## src/design/tkst_pkg.sv

```systemverilog
// Package for the top-k sorted insert table: entry type, operation codes, defaults.
`timescale 1ns / 1ps
package tkst_pkg;

  localparam int DEFAULT_TABLE_DEPTH = 10;

  localparam int SCORE_W = 31;
  localparam int WAVE_W  = 16;
  localparam int STAMP_W = 32;
  localparam int TAG_W   = 64;
  localparam int OP_W    = 2;

  localparam logic [OP_W-1:0] OP_INSERT = 2'd0;
  localparam logic [OP_W-1:0] OP_CHECK  = 2'd1;
  localparam logic [OP_W-1:0] OP_CLEAR  = 2'd2;
  localparam logic [OP_W-1:0] OP_READ   = 2'd3;

  typedef struct packed {
    logic [SCORE_W-1:0] score;
    logic [WAVE_W-1:0]  wave;
    logic [STAMP_W-1:0] stamp;
    logic [TAG_W-1:0]   tag;
  } entry_t;

  typedef struct packed {
    logic clear;
    logic commit;
  } cell_ctrl_t;

endpackage

```

## src/design/tkst_cell.sv

```systemverilog
// One table cell: holds one entry and takes its upper neighbor's entry on a shift.
`timescale 1ns / 1ps
module tkst_cell (
  input  logic                         clk,
  input  logic                         rst_n,
  input  tkst_pkg::cell_ctrl_t         ctrl,
  input  tkst_pkg::entry_t             item,
  input  logic                         take_prev,
  input  logic                         take_self,
  input  tkst_pkg::entry_t             prev_entry,
  input  logic                         prev_valid,
  output tkst_pkg::entry_t             entry,
  output logic                         valid,
  output logic                         take
);
  import tkst_pkg::*;

  entry_t entry_r, entry_nxt;
  logic   valid_r, valid_nxt;

  // New score lands here if this slot is empty or beaten by it.
  assign take = !valid_r || (item.score > entry_r.score);

  always_comb begin
    entry_nxt = entry_r;
    valid_nxt = valid_r;
    if (ctrl.clear) begin
      entry_nxt = '0;
      valid_nxt = 1'b0;
    end else if (ctrl.commit) begin
      if (take_prev) begin
        entry_nxt = prev_entry;
        valid_nxt = prev_valid;
      end else if (take_self) begin
        entry_nxt = item;
        valid_nxt = 1'b1;
      end
    end
  end

  always_ff @(posedge clk) begin
    if (!rst_n) begin
      entry_r <= '0;
      valid_r <= 1'b0;
    end else begin
      entry_r <= entry_nxt;
      valid_r <= valid_nxt;
    end
  end

  assign entry = entry_r;
  assign valid = valid_r;

endmodule

```

## src/design/top_k_sorted_insert_table.sv

```systemverilog
// Top level of the top-k sorted insert table: control sequencer and row of cells.
`timescale 1ns / 1ps
// Usage:
//   Input channel (in_valid / in_stall) carries one operation per transaction:
//   insert, check, clear or read. Result channel (out_valid / out_stall) returns
//   exactly one result transaction per input transaction, in order.
//   The table is a row of TABLE_DEPTH cells kept in descending score order;
//   equal scores keep arrival order.
//   Timing: one item at a time. Each item passes through the evaluate state, then
//   for insert and check the position walk, which steps one cell per cycle up to
//   the insertion position (TABLE_DEPTH when rejected), then the done state;
//   clear and read skip the walk. The result is registered and appears in the
//   cycle after the item's last step.
//   Reset empties the table (all entries zero, fill count zero) and drops any
//   pending result. A stalled result is held in the output register; the next
//   item is accepted meanwhile and its work finishes, then waits until the
//   held result transaction completes.
module top_k_sorted_insert_table #(
  parameter int TABLE_DEPTH = tkst_pkg::DEFAULT_TABLE_DEPTH,
  parameter int CNT_W       = $clog2(TABLE_DEPTH + 1)
) (
  input  logic                         clk,
  input  logic                         rst_n,
  input  logic                         in_valid,
  output logic                         in_stall,
  input  logic [tkst_pkg::OP_W-1:0]    in_operation,
  input  logic [tkst_pkg::SCORE_W-1:0] in_score,
  input  logic [tkst_pkg::WAVE_W-1:0]  in_wave,
  input  logic [tkst_pkg::STAMP_W-1:0] in_stamp,
  input  logic [tkst_pkg::TAG_W-1:0]   in_player_tag,
  input  logic [CNT_W-1:0]             in_read_index,
  output logic                         out_valid,
  input  logic                         out_stall,
  output logic                         out_qualifies,
  output logic [CNT_W-1:0]             out_position,
  output logic [CNT_W-1:0]             out_filled,
  output logic                         out_entry_valid,
  output logic [tkst_pkg::SCORE_W-1:0] out_entry_score,
  output logic [tkst_pkg::WAVE_W-1:0]  out_entry_wave,
  output logic [tkst_pkg::STAMP_W-1:0] out_entry_stamp,
  output logic [tkst_pkg::TAG_W-1:0]   out_entry_tag
);
  import tkst_pkg::*;

  localparam int IDX_W = (TABLE_DEPTH > 1) ? $clog2(TABLE_DEPTH) : 1;
  localparam logic [CNT_W-1:0] DEPTH_C = CNT_W'(TABLE_DEPTH);

  localparam logic [1:0] S_IDLE = 2'd0;
  localparam logic [1:0] S_EVAL = 2'd1;
  localparam logic [1:0] S_WALK = 2'd2;
  localparam logic [1:0] S_DONE = 2'd3;

  logic [1:0]             state_r, state_nxt;
  logic [OP_W-1:0]        op_r;
  entry_t                 item_r;
  logic [CNT_W-1:0]       ridx_r;
  logic [CNT_W-1:0]       idx_r, idx_nxt;
  logic [CNT_W-1:0]       pos_r, pos_nxt;
  logic [CNT_W-1:0]       count_r, count_nxt;
  logic [TABLE_DEPTH-1:0] take_r;

  logic                   out_valid_r, out_valid_nxt;
  logic                   qual_r, qual_nxt;
  logic [CNT_W-1:0]       opos_r, opos_nxt;
  logic                   evalid_r, evalid_nxt;
  entry_t                 edata_r, edata_nxt;

  entry_t                 cell_entry [TABLE_DEPTH];
  logic [TABLE_DEPTH-1:0] cell_valid;
  logic [TABLE_DEPTH-1:0] cell_take;
  cell_ctrl_t             ctrl;

  logic in_fire, finish, qual_now;

  assign in_stall = (state_r != S_IDLE);
  assign in_fire  = in_valid && !in_stall;
  assign finish   = (state_r == S_DONE) && !(out_valid_r && out_stall);
  assign qual_now = (pos_r != DEPTH_C);

  assign ctrl.clear  = finish && (op_r == OP_CLEAR);
  assign ctrl.commit = finish && (op_r == OP_INSERT) && qual_now;

  genvar gi;
  generate
    for (gi = 0; gi < TABLE_DEPTH; gi++) begin : g_cell
      if (gi == 0) begin : g_head
        tkst_cell u_cell (
          .clk        (clk),
          .rst_n      (rst_n),
          .ctrl       (ctrl),
          .item       (item_r),
          .take_prev  (1'b0),
          .take_self  (take_r[gi]),
          .prev_entry (item_r),
          .prev_valid (1'b0),
          .entry      (cell_entry[gi]),
          .valid      (cell_valid[gi]),
          .take       (cell_take[gi])
        );
      end else begin : g_body
        tkst_cell u_cell (
          .clk        (clk),
          .rst_n      (rst_n),
          .ctrl       (ctrl),
          .item       (item_r),
          .take_prev  (take_r[gi-1]),
          .take_self  (take_r[gi]),
          .prev_entry (cell_entry[gi-1]),
          .prev_valid (cell_valid[gi-1]),
          .entry      (cell_entry[gi]),
          .valid      (cell_valid[gi]),
          .take       (cell_take[gi])
        );
      end
    end
  endgenerate

  always_comb begin
    state_nxt     = state_r;
    idx_nxt       = idx_r;
    pos_nxt       = pos_r;
    count_nxt     = count_r;
    out_valid_nxt = out_valid_r && out_stall;
    qual_nxt      = qual_r;
    opos_nxt      = opos_r;
    evalid_nxt    = evalid_r;
    edata_nxt     = edata_r;
    unique case (state_r)
      S_IDLE: begin
        if (in_fire) state_nxt = S_EVAL;
      end
      S_EVAL: begin
        idx_nxt = '0;
        pos_nxt = DEPTH_C;
        if (op_r == OP_INSERT || op_r == OP_CHECK) state_nxt = S_WALK;
        else state_nxt = S_DONE;
      end
      S_WALK: begin
        // Stop at the first cell the score lands in, or past the end.
        if (idx_r == DEPTH_C || take_r[idx_r[IDX_W-1:0]]) begin
          pos_nxt   = idx_r;
          state_nxt = S_DONE;
        end else begin
          idx_nxt = idx_r + CNT_W'(1);
        end
      end
      S_DONE: begin
        if (finish) begin
          state_nxt     = S_IDLE;
          out_valid_nxt = 1'b1;
          qual_nxt      = 1'b0;
          opos_nxt      = DEPTH_C;
          evalid_nxt    = 1'b0;
          edata_nxt     = '0;
          unique case (op_r)
            OP_INSERT, OP_CHECK: begin
              qual_nxt = qual_now;
              opos_nxt = pos_r;
              if (op_r == OP_INSERT && qual_now && count_r != DEPTH_C)
                count_nxt = count_r + CNT_W'(1);
            end
            OP_CLEAR: begin
              count_nxt = '0;
            end
            default: begin
              if (ridx_r < count_r) begin
                evalid_nxt = 1'b1;
                edata_nxt  = cell_entry[ridx_r[IDX_W-1:0]];
              end
            end
          endcase
        end
      end
      default: state_nxt = S_IDLE;
    endcase
  end

  always_ff @(posedge clk) begin
    if (!rst_n) begin
      state_r     <= S_IDLE;
      count_r     <= '0;
      out_valid_r <= 1'b0;
    end else begin
      state_r     <= state_nxt;
      count_r     <= count_nxt;
      out_valid_r <= out_valid_nxt;
    end
  end

  always_ff @(posedge clk) begin
    if (in_fire) begin
      op_r         <= in_operation;
      item_r.score <= in_score;
      item_r.wave  <= in_wave;
      item_r.stamp <= in_stamp;
      item_r.tag   <= in_player_tag;
      ridx_r       <= in_read_index;
    end
    if (state_r == S_EVAL) take_r <= cell_take;
    idx_r    <= idx_nxt;
    pos_r    <= pos_nxt;
    qual_r   <= qual_nxt;
    opos_r   <= opos_nxt;
    evalid_r <= evalid_nxt;
    edata_r  <= edata_nxt;
  end

  assign out_valid       = out_valid_r;
  assign out_qualifies   = qual_r;
  assign out_position    = opos_r;
  assign out_filled      = count_r;
  assign out_entry_valid = evalid_r;
  assign out_entry_score = edata_r.score;
  assign out_entry_wave  = edata_r.wave;
  assign out_entry_stamp = edata_r.stamp;
  assign out_entry_tag   = edata_r.tag;

  a_fill_bound: assert property (@(posedge clk) disable iff (!rst_n)
    count_r <= DEPTH_C)
    else $error("fill count exceeds table depth");

  a_valid_prefix: assert property (@(posedge clk) disable iff (!rst_n)
    (cell_valid & (cell_valid + TABLE_DEPTH'(1))) == '0)
    else $error("valid cells do not form a prefix of the row");

  a_count_matches: assert property (@(posedge clk) disable iff (!rst_n)
    $countones(cell_valid) == int'(count_r))
    else $error("fill count disagrees with valid cells");

  a_qual_pos: assert property (@(posedge clk) disable iff (!rst_n)
    out_valid && out_qualifies |-> out_position < DEPTH_C && !out_entry_valid)
    else $error("qualifying result with bad position or read data");

endmodule

```

## config.mk

```make
export PLATFORM = sky130hd
export DESIGN_NAME = top_k_sorted_insert_table
export DESIGN_NICKNAME = d
export VERILOG_FILES = /design/src/design/tkst_pkg.sv /design/src/design/tkst_cell.sv /design/src/design/top_k_sorted_insert_table.sv
export SDC_FILE = /design/constraint.sdc
export NUM_CORES = 2
export LEC_CHECK = 0
export ABC_CLOCK_PERIOD_IN_PS = 7630
export BUFFER_PORTS_ARGS = -buffer_cell sky130_fd_sc_hd__buf_2
export CORE_UTILIZATION = 48
export CTS_BUF_LIST = sky130_fd_sc_hd__clkbuf_2 sky130_fd_sc_hd__clkbuf_4 sky130_fd_sc_hd__clkbuf_8
export DETAILED_ROUTE_END_ITERATION = 12
export SYNTH_ARGS = -nofsm -noshare
export SYNTH_HDL_FRONTEND = slang
export SYNTH_SLANG_ARGS = --single-unit
```

## constraint.sdc

```tcl
create_clock -name clk -period 7.63 [get_ports clk]
set_clock_uncertainty 0.1 [all_clocks]
set_input_delay 1.9075 -clock clk [delete_from_list [all_inputs] [get_ports clk]]
set_output_delay 1.9075 -clock clk [all_outputs]
set_load 0.05 [all_outputs]
```

==> results.json <==
{
  "finalNonFillerCells": 11690,
  "yosys-top-cells-area": "dfxtp_1, mux2i_1, edfxtp_1, a211oi_1, mux4_2",
  "synth_edf_count": 316,
  "yosysMostFrequentCell": "mux2i_1",
  "power_leakage_nw": 41.21,
  "synth_top_area_share_pct": 31.11,
  "drt_first_pass_iters": 6,
  "wire_per_inst_um": 24.29,
  "fin_crit_ns": 4.176,
  "htree_levels": 5,
  "clock-sinks": 1763,
  "finalPower_mw": 25.31,
  "cts_tree": "yes",
  "status": "finished, final reports clean",
  "worstPathCellList": "inv_1 -> ha_1 -> inv_1 -> buf_2",
  "dieHeight_um": 442.4,
  "yosys_warnings": 0,
  "synth_area_um2": 93110,
  "grt_max_degree": 201,
  "route.vias.total": 70690,
  "wl_um": 283900,
  "powerDensity_nw_per_um2": 248.0,
  "cpMostUsedCell": "inv_1",
  "cp_slowest_cell": "dfxtp_1",
  "finalSetupTns_ns": 0,
  "dp.cells": 11100,
  "gp_congestion": 0.8785,
  "first_iter_violations": 5183,
  "nets": 9385,
  "cts_buffers": 331,
  "yosys.area.top_type": "dfxtp_1",
  "synth-main-ff-cell": "dfxtp_1",
  "insertion_delay_ns": 1.06,
  "syn_avg_cell_area_um2": 10.28,
  "post_cts_buffers": 0,
  "area_delta_synth_final_pct": 9.585,
  "hp-class": "flip-flop to flip-flop",
  "drtAntennaViolNets": 0,
  "finalHoldViolCount": 0,
  "crit_arrival_ns": 2.17,
  "syn_nets": 9537,
  "crit_fanout": 5,
  "initial_core_util_pct": 48.35,
  "drc": 0,
  "port_buffers": 307,
  "grt_use_total_pct": 28.28,
  "max_freq_mhz": 239.5,
  "worstPathRequired_ns": 5.62,
  "num_rows": 161,
  "first_global_vias": 70130,
  "hpwl_um": 164800,
  "die_w_um": 442.4,
  "path_clk_slew_ns": 0.06,
  "yosys_register_bits": 1763,
  "drive_gt1_share_pct": 17.32,
  "ir_worst_vdd_mv": 0.2040,
  "endpoint_kind": "output pin",
  "syn_inst": 9062,
  "rsz0062_at_grt": "false",
  "cp-start-kind": "flip-flop",
  "cts_max_path_buffers": 4,
  "synthArstFlopShare_pct": 0,
  "antenna_found_initial": 4,
  "via_per_inst": 6.049,
  "slew_viol_final": 0,
  "worstMarginPinSlew_ns": 1.279,
  "max_stage_delay_ns": 0.41,
  "overflow": 0,
  "core_um2": 192600,
  "timing.final.crit_share_pct": 54.73,
  "cts_hold_buf": 0,
  "relSlewSlack_pct": 14.76,
  "die-area_um2": 195800,
  "cts_root_buffer": "clkbuf_8",
  "path_class": "flip-flop to output pin",
  "synthTopCellsByCount": "mux2i_1, dfxtp_1, nor2_1, a211oi_1, clkbuf_1",
  "io_pins": 308,
  "ys_types": 62,
  "grt_pass1_wl_um": 432500,
  "ys_seq_area_share_pct": 41.30,
  "cts_resized": 0,
  "setup_viol": 0,
  "drv_cap": 0
}
## routing by layer
| metal | up-vias | wire length (µm) | global-route usage, % |
|---|---|---|---|
| met3 | 582 | 13190 | 3.397 |
| met5 | - | 11 | 0 |
| met1 | 35170 | 126700 | 37.76 |
| met4 | 2 | 10300 | 10.82 |
| li1 | 33070 | - | - |
| met2 | 1870 | 133700 | 46.76 |
## final timing paths
path / slack (ns) / startpoint / to / cells past startpoint
worst max-delay path: 3.45 / state_r[0]$_SDFFE_PN0P_ / in_stall / 4
worst min register to register: 0.37 / g_cell[0].g_head.u_cell.entry[8]$_SDFFE_PP0P_ / g_cell[0].g_head.u_cell.entry[8]$_SDFFE_PP0P_ / 2
worst min-delay path: 0.37 / g_cell[0].g_head.u_cell.entry[8]$_SDFFE_PP0P_ / g_cell[0].g_head.u_cell.entry[8]$_SDFFE_PP0P_ / 2
worst max register to register: 3.98 / item_r[139]$_DFFE_PP_ / take_r[9]$_DFFE_PP_ / 6
## layout make-up
type	instances	area, µm²
inverter	327	1235
fill	17050	90540
timing repair buffer	427	3075
clock inverter	36	245.2
tap	2526	3161
sequential	1763	38460
antenna	6	15.01
clock buffer	542	6565
multi-input combinational	6060	49290
## logic make-up after synthesis
family	synth area share, %
fa+ha+maj	4.327
xor+xnor	0.01882
mux	23.90
compound gates	15.60
simple gates	8.983
buf+inv	5.871
flops	41.30
## power breakdown
| group | leakage [nW] | internal (mW) | switching (mW) |
|---|---|---|---|
| Sequential | 14.5 | 10.2 | 0.854 |
| Clock | 3.65 | 5.47 | 4.13 |
| Combinational | 23.0 | 1.64 | 3.02 |
| Total | 41.2 | 17.3 | 8.00 |
## sequential cells by signal, indices dropped and copies added (netlist names), 9 cells and up
| name | flops |
|---|---|
| g_cell.g_body.u_cell.entry | 1287 |
| g_cell.g_body.u_cell.valid | 9 |
| g_cell.g_head.u_cell.entry | 143 |
| item_r | 143 |
| out_entry_score | 31 |
| out_entry_stamp | 32 |
| out_entry_tag | 64 |
| out_entry_wave | 16 |
| take_r | 10 |
## worst max-delay path, delay by kind of cell, from the launching register on
kind	cells	cell delay (ns)
buffers and inverters	3	0.46
DFF	1	0.41
adders and majority gates	1	0.24
## cell usage in the layout, fill, tap and decap left out, types with 10 or more instances in the layout
cell type	Yosys	routed
mux2i_1	1574	1574
dfxtp_1	1447	1447
nor2_1	1337	1337
a211oi_1	1044	1044
clkbuf_8	0	399
nand2_1	341	338
inv_1	327	326
ha_1	322	322
edfxtp_1	316	316
buf_2	283	307
mux4_2	288	288
a211oi_2	270	270
a21oi_1	234	234
and2_1	150	148
o22ai_1	144	144
clkbuf_4	0	143
buf_4	61	69
nand4_1	65	65
buf_12	0	51
nand3_1	46	46
o21ai_0	43	43
clkinv_2	0	21
a21o_1	20	20
nor3_1	16	16
o21a_1	24	15
a21boi_0	12	12
nor2b_1	10	10
## stage by stage
step | util (%) | cell area [µm²] | hold WS, ns | setup slack, ns
3_3_place_gp | 49.44 | 95210 | 0.3532 | 2.929
6_report | 52.99 | 102000 | 0.3700 | 3.454
4_1_cts | 52.98 | 102000 | 0.3699 | 3.373
5_1_grt | 52.98 | 102000 | 0.3887 | 3.352
3_5_place_dp | 49.44 | 95210 | 0.3620 | 2.868
2_1_floorplan | - | 93110 | 0.3461 | 1.714
No activity file was read; power rests on OpenSTA's default activity.
